[src/bpsp_pkg.sv]
// Shared types, register codes and reset values for the battery pack safety policy.
package bpsp_pkg;

	localparam int CfgIndexWidth = 3;
	localparam int CfgDataWidth  = 16;

	localparam logic [CfgIndexWidth-1:0] REG_CRITICAL_SHIP = 3'd0;
	localparam logic [CfgIndexWidth-1:0] REG_CHARGE_STOP   = 3'd1;
	localparam logic [CfgIndexWidth-1:0] REG_CHARGE_RESUME = 3'd2;
	localparam logic [CfgIndexWidth-1:0] REG_OUTPUT_OFF    = 3'd3;
	localparam logic [CfgIndexWidth-1:0] REG_LOW_WARN      = 3'd4;
	localparam logic [CfgIndexWidth-1:0] REG_BALANCE_MIN   = 3'd5;
	localparam logic [CfgIndexWidth-1:0] REG_IDLE_CURRENT  = 3'd6;
	localparam logic [CfgIndexWidth-1:0] REG_LOAD_CURRENT  = 3'd7;

	localparam logic [12:0]        RST_CRITICAL_SHIP = 13'd3000;
	localparam logic [12:0]        RST_CHARGE_STOP   = 13'd4200;
	localparam logic [12:0]        RST_CHARGE_RESUME = 13'd4100;
	localparam logic [12:0]        RST_OUTPUT_OFF    = 13'd3200;
	localparam logic [12:0]        RST_LOW_WARN      = 13'd3400;
	localparam logic [12:0]        RST_BALANCE_MIN   = 13'd3600;
	localparam logic [14:0]        RST_IDLE_CURRENT  = 15'd50;
	localparam logic signed [15:0] RST_LOAD_CURRENT  = -16'sd50;

	// Fault word bit positions.
	localparam int FaultSensorBit = 1;

	typedef enum logic [2:0] {
		ST_SHIP         = 3'd0,
		ST_SENSOR_FAULT = 3'd1,
		ST_FAULT        = 3'd2,
		ST_BALANCING    = 3'd3,
		ST_OUTPUT_OFF   = 3'd4,
		ST_CHARGING     = 3'd5,
		ST_DISCHARGING  = 3'd6,
		ST_IDLE         = 3'd7
	} pack_state_t;

	typedef struct packed {
		logic [12:0]        critical_ship_mv;
		logic [12:0]        charge_stop_mv;
		logic [12:0]        charge_resume_mv;
		logic [12:0]        output_off_mv;
		logic [12:0]        low_warn_mv;
		logic [12:0]        balance_min_mv;
		logic [14:0]        idle_current_ma;
		logic signed [15:0] load_current_ma;
	} cfg_t;

	typedef struct packed {
		logic [12:0]        cell_a_mv;
		logic [12:0]        cell_b_mv;
		logic [12:0]        cell_c_mv;
		logic signed [15:0] current_ma;
		logic [2:0]         fault_bits;
		logic               trusted;
		logic               balancing_now;
		logic               ship_request;
		logic               charge_disabled;
		logic               discharge_disabled;
		logic               clear_idle_off;
	} snapshot_t;

	typedef struct packed {
		pack_state_t pack_state;
		logic        request_ship;
		logic        allow_charge;
		logic        allow_discharge;
		logic        allow_balancing;
		logic        low_cell_fault;
	} verdict_t;

endpackage

[src/bpsp_cfg.sv]
// Threshold register file written through the plain configuration port.
module bpsp_cfg
	import bpsp_pkg::*;
(
	input  logic                     clk,
	input  logic                     arst_n,
	input  logic                     cfg_wen,
	input  logic [CfgIndexWidth-1:0] cfg_index,
	input  logic [CfgDataWidth-1:0]  cfg_data,
	output cfg_t                     cfg
);

	cfg_t cfg_q;

	always_ff @(posedge clk or negedge arst_n) begin
		if (!arst_n) begin
			cfg_q.critical_ship_mv <= RST_CRITICAL_SHIP;
			cfg_q.charge_stop_mv   <= RST_CHARGE_STOP;
			cfg_q.charge_resume_mv <= RST_CHARGE_RESUME;
			cfg_q.output_off_mv    <= RST_OUTPUT_OFF;
			cfg_q.low_warn_mv      <= RST_LOW_WARN;
			cfg_q.balance_min_mv   <= RST_BALANCE_MIN;
			cfg_q.idle_current_ma  <= RST_IDLE_CURRENT;
			cfg_q.load_current_ma  <= RST_LOAD_CURRENT;
		end else if (cfg_wen) begin
			unique case (cfg_index)
				REG_CRITICAL_SHIP: cfg_q.critical_ship_mv <= cfg_data[12:0];
				REG_CHARGE_STOP:   cfg_q.charge_stop_mv   <= cfg_data[12:0];
				REG_CHARGE_RESUME: cfg_q.charge_resume_mv <= cfg_data[12:0];
				REG_OUTPUT_OFF:    cfg_q.output_off_mv    <= cfg_data[12:0];
				REG_LOW_WARN:      cfg_q.low_warn_mv      <= cfg_data[12:0];
				REG_BALANCE_MIN:   cfg_q.balance_min_mv   <= cfg_data[12:0];
				REG_IDLE_CURRENT:  cfg_q.idle_current_ma  <= cfg_data[14:0];
				REG_LOAD_CURRENT:  cfg_q.load_current_ma  <= signed'(cfg_data);
				default: ;
			endcase
		end
	end

	assign cfg = cfg_q;

endmodule

[src/bpsp_core.sv]
// Policy evaluation of one snapshot, with the charge, discharge and idle-off latches.
module bpsp_core
	import bpsp_pkg::*;
(
	input  logic      clk,
	input  logic      arst_n,
	input  logic      en,
	input  snapshot_t snap,
	input  cfg_t      cfg,
	output verdict_t  verdict
);

	logic chg_off_q, dis_off_q, idle_off_q;
	logic chg_off_d, dis_off_d, idle_off_d;

	logic [12:0]        lo_ab, hi_ab, lo, hi;
	logic signed [16:0] cur_x, idle_x, load_x;
	logic [16:0]        mag;
	logic               ship;

	always_comb begin
		lo_ab = (snap.cell_b_mv < snap.cell_a_mv) ? snap.cell_b_mv : snap.cell_a_mv;
		lo    = (snap.cell_c_mv < lo_ab) ? snap.cell_c_mv : lo_ab;
		hi_ab = (snap.cell_b_mv > snap.cell_a_mv) ? snap.cell_b_mv : snap.cell_a_mv;
		hi    = (snap.cell_c_mv > hi_ab) ? snap.cell_c_mv : hi_ab;

		cur_x  = {snap.current_ma[15], snap.current_ma};
		idle_x = signed'({2'b00, cfg.idle_current_ma});
		load_x = {cfg.load_current_ma[15], cfg.load_current_ma};
		mag    = cur_x[16] ? unsigned'(-cur_x) : unsigned'(cur_x);

		ship = snap.ship_request || (lo <= cfg.critical_ship_mv);

		// The clear request acts first, even on ship and fault snapshots.
		chg_off_d  = chg_off_q;
		dis_off_d  = dis_off_q;
		idle_off_d = snap.clear_idle_off ? 1'b0 : idle_off_q;

		verdict = '0;

		if (ship) begin
			verdict.request_ship = 1'b1;
			verdict.pack_state   = ST_SHIP;
		end else if (snap.fault_bits != 3'd0) begin
			verdict.pack_state = snap.fault_bits[FaultSensorBit] ? ST_SENSOR_FAULT : ST_FAULT;
		end else begin
			// Set tests win over release tests when thresholds cross.
			if (hi >= cfg.charge_stop_mv) begin
				chg_off_d = 1'b1;
			end else if (hi <= cfg.charge_resume_mv) begin
				chg_off_d = 1'b0;
			end

			if (lo <= cfg.output_off_mv) begin
				dis_off_d              = 1'b1;
				idle_off_d             = 1'b1;
				verdict.low_cell_fault = 1'b1;
			end else if (lo >= cfg.low_warn_mv) begin
				dis_off_d = 1'b0;
			end

			verdict.allow_charge    = !snap.charge_disabled && !chg_off_d;
			verdict.allow_discharge = !snap.discharge_disabled && !dis_off_d && !idle_off_d;
			verdict.allow_balancing = snap.trusted && !snap.charge_disabled
				&& (lo >= cfg.balance_min_mv) && (mag <= {2'b00, cfg.idle_current_ma});

			if (snap.balancing_now) begin
				verdict.pack_state = ST_BALANCING;
			end else if (idle_off_d) begin
				verdict.pack_state = ST_OUTPUT_OFF;
			end else if (cur_x > idle_x) begin
				verdict.pack_state = ST_CHARGING;
			end else if (cur_x < load_x) begin
				verdict.pack_state = ST_DISCHARGING;
			end else begin
				verdict.pack_state = ST_IDLE;
			end
		end
	end

	always_ff @(posedge clk or negedge arst_n) begin
		if (!arst_n) begin
			chg_off_q  <= 1'b0;
			dis_off_q  <= 1'b0;
			idle_off_q <= 1'b0;
		end else if (en) begin
			chg_off_q  <= chg_off_d;
			dis_off_q  <= dis_off_d;
			idle_off_q <= idle_off_d;
		end
	end

endmodule

[src/battery_pack_safety_policy.sv]
// Top level of the battery pack safety policy: input register, evaluation and result register.
//
// Each transfer on the input channel carries one pack snapshot and yields exactly one
// verdict on the output channel, in order. The block takes a snapshot in every clock
// cycle while the output is not stalled: a snapshot is held in the input register, is
// evaluated by a short compare-and-select path that also updates the charge-off,
// discharge-off and sticky idle-off latches, and lands in the result register, from
// which its verdict is offered on the output.
// The latches move only when a snapshot passes into the result register, which keeps
// them in step with the verdict order under any stall pattern.
// Threshold registers reset to their nominal values and are written through the plain
// write port; the user must write them only while the block is idle; the block does not enforce it.
module battery_pack_safety_policy
	import bpsp_pkg::*;
(
	input  logic                     clk,
	input  logic                     arst_n,
	input  logic                     in_valid,
	output logic                     in_stall,
	input  snapshot_t                in_data,
	output logic                     out_valid,
	input  logic                     out_stall,
	output verdict_t                 out_data,
	input  logic                     cfg_wen,
	input  logic [CfgIndexWidth-1:0] cfg_index,
	input  logic [CfgDataWidth-1:0]  cfg_data
);

	cfg_t      cfg;
	snapshot_t snap_s1;
	logic      valid_s1;
	verdict_t  verdict;
	verdict_t  verdict_s2;
	logic      valid_s2;
	logic      adv_s2;
	logic      load_s1;

	bpsp_cfg u_cfg (
		.clk       (clk),
		.arst_n    (arst_n),
		.cfg_wen   (cfg_wen),
		.cfg_index (cfg_index),
		.cfg_data  (cfg_data),
		.cfg       (cfg)
	);

	// The result register can take a new verdict when empty or when its verdict leaves.
	assign adv_s2   = !valid_s2 || !out_stall;
	assign load_s1  = !valid_s1 || adv_s2;
	assign in_stall = !load_s1;

	bpsp_core u_core (
		.clk     (clk),
		.arst_n  (arst_n),
		.en      (valid_s1 && adv_s2),
		.snap    (snap_s1),
		.cfg     (cfg),
		.verdict (verdict)
	);

	always_ff @(posedge clk or negedge arst_n) begin
		if (!arst_n) begin
			valid_s1 <= 1'b0;
			valid_s2 <= 1'b0;
		end else begin
			if (load_s1) begin
				valid_s1 <= in_valid;
			end
			if (adv_s2) begin
				valid_s2 <= valid_s1;
			end
		end
	end

	always_ff @(posedge clk) begin
		if (load_s1 && in_valid) begin
			snap_s1 <= in_data;
		end
		if (adv_s2 && valid_s1) begin
			verdict_s2 <= verdict;
		end
	end

	assign out_valid = valid_s2;
	assign out_data  = verdict_s2;

endmodule
[config.mk]
export PLATFORM = sky130hd
export DESIGN_NAME = battery_pack_safety_policy
export DESIGN_NICKNAME = d
export VERILOG_FILES = /design/src/bpsp_pkg.sv /design/src/bpsp_cfg.sv /design/src/bpsp_core.sv /design/src/battery_pack_safety_policy.sv
export SDC_FILE = /design/constraint.sdc
export NUM_CORES = 1
export LEC_CHECK = 0
export BUFFER_PORTS_ARGS = -buffer_cell sky130_fd_sc_hd__buf_2
export CELL_PAD_IN_SITES_DETAIL_PLACEMENT = 1
export CELL_PAD_IN_SITES_GLOBAL_PLACEMENT = 1
export CORE_ASPECT_RATIO = 1.75
export CORE_MARGIN = 10
export CORE_UTILIZATION = 53
export CTS_BUF_LIST = sky130_fd_sc_hd__clkbuf_4
export DETAILED_ROUTE_END_ITERATION = 10
export PLACE_DENSITY = 0.87
export SETUP_SLACK_MARGIN = 0.3
export SYNTH_ARGS = -nofsm -noshare
export SYNTH_HDL_FRONTEND = slang
export SYNTH_SLANG_ARGS = --single-unit
[constraint.sdc]
create_clock -name clk -period 12 [get_ports clk]
set_clock_uncertainty 0.2 [all_clocks]
set_input_delay 0.6 -clock clk [delete_from_list [all_inputs] [get_ports clk]]
set_output_delay 0.6 -clock clk [all_outputs]
set_load 0.02 [all_outputs]
# Word-level counts from Yosys, hierarchy flattened
# Cells that the tools add are included.
# op_classes
n_reduce_logical,32
n_addsub,1
eq_ne,7
n_bitwise,2
n_mux,27
order_cmp,13
# ops
operator,count
$mux 13,4
$ge 13x13->1,3
$le 13x13->1,3
$gt 13x13->1,2
$lt 13x13->1,2
$le 17x15->1,1
$mux 1,17
$mux 17,1
$neg 16->17,1
$gt 16x16->1,1
$lt 16x16->1,1
$reduce_and 2->1,8
$eq 3x3->1 const B,4
$mux 3,4
$logic_not 1->1,9
$logic_and 1x1->1,8
$eq 3x2->1 const B,2
$eq 3x1->1 const B,1
$logic_not 3->1,1
$logic_or 1x1->1,3
$reduce_and 3->1,1
$reduce_bool 3->1,1
$mux 2,1
$not 1->1,2
$reduce_or 2->1,1
# word_totals
elab_cells,112
output_inout_bits,10
inputBits,88
reg_bits,186

# Longest topological paths before layout
# depth
depth_word,12
depth_mapped,26
depth_no_buf,22

# Modules after synthesis
# A second synthesis with hierarchy kept.
# hier_totals
cells_unflattened,989
area_unflattened_um2,11564.8
# modules_own_cells
mod,area_each_um2,cells_each,seq_area_each_um2,n_inst
bpsp_core,5049.8,671,75.1,1
bpsp_cfg,4260.3,238,2778.9,1
battery_pack_safety_policy,2254.7,80,2212.1,1

# Least setup slack after synthesis
# Ideal clock, no wire load.
# synth_timing
path_kind,register to register
startpoint,register snap_s1[42] (netlist bit)
endpoint,register verdict_s2 (netlist bit out_data[2]) (data pin)
t_arrival_ps,5480
setup_ps,256
synth_period_minus_slack_ps,5936
slack_ps,6064
required_time_ps,11544
path_buffers,3
stages_incl_launch_ff,23
path_cell_list,edfxtp_1 ha_1 and3_1 o21ai_1 a311o_1 and3_1 buf_6 buf_2 mux2i_1 ha_1 and3_1 a221o_1 a211oi_1 o21ai_0 a211oi_2 buf_6 mux2i_1 ha_1 a21oi_1 o21ai_1 a2111oi_0 a21boi_1 and4b_1
# synth_via
elab_chain_cells,12
word_cells_on_any_way,20
cone_classes,5 x order compare; 9 x mux; 6 x reduce/logical
# synth_lines
item,line,rtl
"start, declared",battery_pack_safety_policy.sv:30,snapshot_t snap_s1;
"start signal, assigned",battery_pack_safety_policy.sv:77,snap_s1 <= in_data;
$lt 13x13->1,bpsp_core.sv:22,lo_ab = (snap.cell_b_mv < snap.cell_a_mv) ? snap.cell_b_mv : snap.cell_a_mv;
$mux 13 (*),bpsp_core.sv:22,
$lt 13x13->1,bpsp_core.sv:23,lo = (snap.cell_c_mv < lo_ab) ? snap.cell_c_mv : lo_ab;
$mux 13 (*),bpsp_core.sv:23,
$ge 13x13->1,bpsp_core.sv:58,end else if (lo >= cfg.low_warn_mv) begin
$mux 1,bpsp_core.sv:58,
$mux 1,bpsp_core.sv:54,if (lo <= cfg.output_off_mv) begin
$mux 1,bpsp_core.sv:44,end else if (snap.fault_bits != 3'd0) begin
$mux 1,bpsp_core.sv:41,if (ship) begin
$logic_not 1->1,bpsp_core.sv:63,verdict.allow_discharge = !snap.discharge_disabled && !dis_off_d && !idle_off_d;
$logic_and 1x1->1 (2 in a row),bpsp_core.sv:63,
"end signal, assigned",battery_pack_safety_policy.sv:80,verdict_s2 <= verdict;
"end, declared",battery_pack_safety_policy.sv:33,verdict_t verdict_s2;
# Mark *: on every way between the ends. The rest lies on a longest branch, timed or not. The select of a mux whose other input is x is not followed.
# A chain may end at the register's enable or synchronous reset.

# Final worst setup path
# layout_timing
startpoint,register snap_s1[42] (netlist bit)
endpoint,register verdict_s2 (netlist bit out_data[1]) (data pin)
# layout_via
elab_chain_cells,7
word_cells_on_any_way,10
cone_classes,4 x order compare; 2 x mux; 4 x reduce/logical
# layout_lines
item,line
$lt 13x13->1,bpsp_core.sv:22
$mux 13 (*),bpsp_core.sv:22
$lt 13x13->1,bpsp_core.sv:23
$mux 13 (*),bpsp_core.sv:23
$le 13x13->1 or $ge 13x13->1 (tied branches),"bpsp_core.sv:32, bpsp_core.sv:65"
$logic_or 1x1->1 or $logic_and 1x1->1 (tied branches),"bpsp_core.sv:32, bpsp_core.sv:65"
$reduce_or 2->1 (no line) or $logic_and 1x1->1 (tied branches),--
# Mark *: on every way between the ends. The rest lies on a longest branch, timed or not.

==> metrics.txt <==
outcome completed; maximum clock insertion buffer count 2; P_leak ~0.0061 µW; Yosys reg bits between 150 and 200; core box area 21410 µm²; worst hold margin between 0.03 and 0.04 ns; layout cells sized above 1 between 10% and 20%; Bufs and invs on worst path 1; IO Pins about 100; Final nets between 1k and 1.5k; Via-to-Cell Ratio 5.846; Syn Std Cell Area roughly 11000 µm²; register area share after synthesis 44.23%; DP Wirelength about 25000 µm; worst-path cell chain ha_1, and3_1, o21ai_1, a311o_1, and3_1, mux2i_1, ha_1, a21o_1, a221o_1, a211oi_1, o21ai_0, a211oi_2, buf_4, mux2i_1, ha_1, a21oi_1, o21ai_1, a2111oi_0, a21boi_1, nand2b_1, nor4_1; final setup fails 0; Clock transition at path regs approximately 0.15 ns; Syn Nets roughly 1.3k; Tmin final about 8.2 ns; max_cap viols 0; Placer Congestion 0.9005; post-route ant nets 0; TritonCTS Buffers 17; Post-Synthesis Mean Instance Area approximately 11 µm²; critical path class reg -> reg; worst skew pair latency about 0.62 ns; Synth Warn # 0; die area ~28000 µm²; Crit Path Max Fanout 14; GRT overflow 0; Synth Area in Compound Gates a little over an eighth; Via Count 9090; port buffer count between 90 and 100; unique cell type count in the Yosys netlist 59; Die Y around 210 µm; Synth-to-Final Area Change 15.70%; CP Data Required Time around 12 ns; Num Clock Sinks between 150 and 200; ys flop type dfrtp_1; Slew Viols, Final 0; initial antenna violation count 1; router iterations before antenna repair 4; adder-cell share of the synthesized area between 10% and 20%; Crit. End Element flop; Post-Synth XOR/XNOR Area 0.9941%; # placed instances between 1k and 1.5k; post-route insts no fill between 1.5k and 2k; largest net degree at the start of global routing 78; first-pass GRT wire length around 54000 µm; RSZ-0062 raised after global routing no; number of fill cells roughly 2.3k; setup bufs post-CTS 0; Final WS setup around 3.8 ns; final core occ about three fifths; Simple-Gate Fraction of Synth Area roughly 10%; main combinational cell family by area after synthesis adder cells; HP Class in -> reg; Die Wd 131.1 µm; critical path arrival ~8.3 ns; Critical-path top delay cell a2111oi_0; DRT iter0 DRCs roughly 360; setup_tns 0 ns; asr flop ratio synth between 60% and 70%; WL/cell between 20 and 25 µm; PD cells between 100 and 150 nW/µm²; post-synthesis mux area share between 8 and 9%; most used cell, CP ha_1; Place WS between 4 and 5 ns; Post-synth EDFFs 72; Worst Tran Pin Value about 1.1 ns; num rows a little over 70; IR drop worst, VDD roughly 0.084 mV; fmax between 0.1 and 0.15 GHz; CTS tree yes; CTS Root Cell clkbuf_4; Total Routing Usage GR between 20% and 30%; Cells after Synth 1089; CP startpoint kind flop; Largest delay share family, worst path compound AO/OA/AOI/OAI gates; htree depth 4; initial core utilization between 50% and 60%; Post-Route WL around 34000 µm; crit-path max cell delay between 0.8 and 0.9 ns; Slew headroom between 20% and 30%; number of global-route vias before repair approximately 10k; Final Cycle Share approximately 70%; Final Hold Viols 0; Post-route DRC 0
-- tightest hold or removal path, delay by kind of cell --
family / cells / cell delay [ns]
buffers and inverters: 1 / 0.09
and+or+nand+nor: 2 / 0.14
-- kinds of logic after synthesis --
group | count (synthesis)
AOI/OAI and AO/OA | 244
xor gates and xnor gates | 13
adders and majority gates | 161
buffers and inverters | 167
DFF | 186
muxes | 89
and+or+nand+nor | 229
-- routing by layer --
metal  track usage [%]  share of wire, %
met5                 0                 0
met2             47.82                57
met3             4.221               2.9
met1             21.66                34
met4             15.44               6.2
-- synth_stat cells (all sizes together), types with 8 or more instances --
cell / instances / area [µm²]
mux2i: 26 / 260.3
dfrtp: 73 / 1827
o31ai: 8 / 65.06
edfxtp: 72 / 2162
nor2b: 8 / 50.05
ha: 161 / 2014
nor2: 19 / 71.32
a211oi: 9 / 72.57
nor3: 11 / 55.05
a21o: 20 / 150.1
nand2: 96 / 360.4
mux2: 63 / 709.4
o221ai: 11 / 96.34
nand3: 15 / 75.07
clkbuf: 26 / 97.59
xnor2: 13 / 113.9
inv: 136 / 510.5
nand4: 33 / 206.5
o21ai: 81 / 405.4
dfstp: 41 / 1077
nand2b: 16 / 100.1
a21oi: 75 / 375.4
-- report_power, final --
part           internal [µW]  switching [µW]
Clock                    169             222
Combinational            302             419
Sequential               784            55.6
Total                   1250             697
-- cell type report --
cell class              count  area, µm²  share of cell area, %
inverters                 136      510.5                  3.852
flip-flops and latches    186       5066                  38.23
clock buffers              19      142.6                  1.076
well taps                 292      365.4                  2.757
repair buffers            172       1219                  9.196
clock inverters            13      176.4                  1.331
multi-input cells         736       5769                  43.54
diodes                      1      2.502                0.01888
-- flip-flops by register name, summed over array words and instances, names as in the netlist --
| name | cells |
|---|---|
| snap_s1 | 64 |
| u_core.idle_off_q | 1 |
| u_core.dis_off_q | 1 |
| u_core.chg_off_q | 1 |
| out_data | 8 |
| valid_s1 | 1 |
| u_cfg.cfg | 109 |
| out_valid | 1 |
-- placed cells by master, fill, tap and decap left out, types with 5 or more instances in the layout --
cell type / count
a21o_1: 20
edfxtp_1: 72
o221ai_1: 11
inv_1: 136
nand4_1: 33
a211oi_1: 8
dfrtp_1: 73
clkbuf_4: 19
nor2_1: 19
a21oi_1: 75
mux2_2: 63
buf_4: 9
o21a_1: 5
dfstp_2: 41
dlygate4sd3_1: 67
nand2_1: 96
o211ai_1: 5
o21ai_0: 79
o31ai_1: 7
nand3_1: 15
ha_1: 161
and3_1: 5
xnor2_1: 13
nor2b_1: 8
nand2b_1: 16
mux2i_1: 26
nor3_1: 9
buf_2: 96
-- repair_timing --
action	CTS	global route
endpoints found under the setup margin	0	0
gates resized for setup	0	0
hold buffers	67	0
hold endpoints to repair	86	0
-- path summary, 6_finish.rpt --
path / start / slack [ns] / cells past startpoint / end
worst max-delay path: snap_s1[42] / 3.84 / 21 / out_data[1]
min in group asynchronous: arst_n / 0.28 / 2 / u_cfg.cfg[25]
worst min-delay path: out_stall / 0.03 / 3 / out_valid
worst min register to register: valid_s1 / 0.30 / 1 / out_valid
worst max register to register: snap_s1[42] / 3.84 / 21 / out_data[1]
max in group asynchronous: arst_n / 9.95 / 3 / u_cfg.cfg[87]
-- metrics by stage --
stage	cell area, µm²	power [µW]
after detailed placement	12260	1543
after global placement	12260	1489
after global routing	13250	2085
after floorplan	11450	1306
after CTS	13250	1949
final	13250	1951
Note: power is estimated with default switching activity, not from simulation.
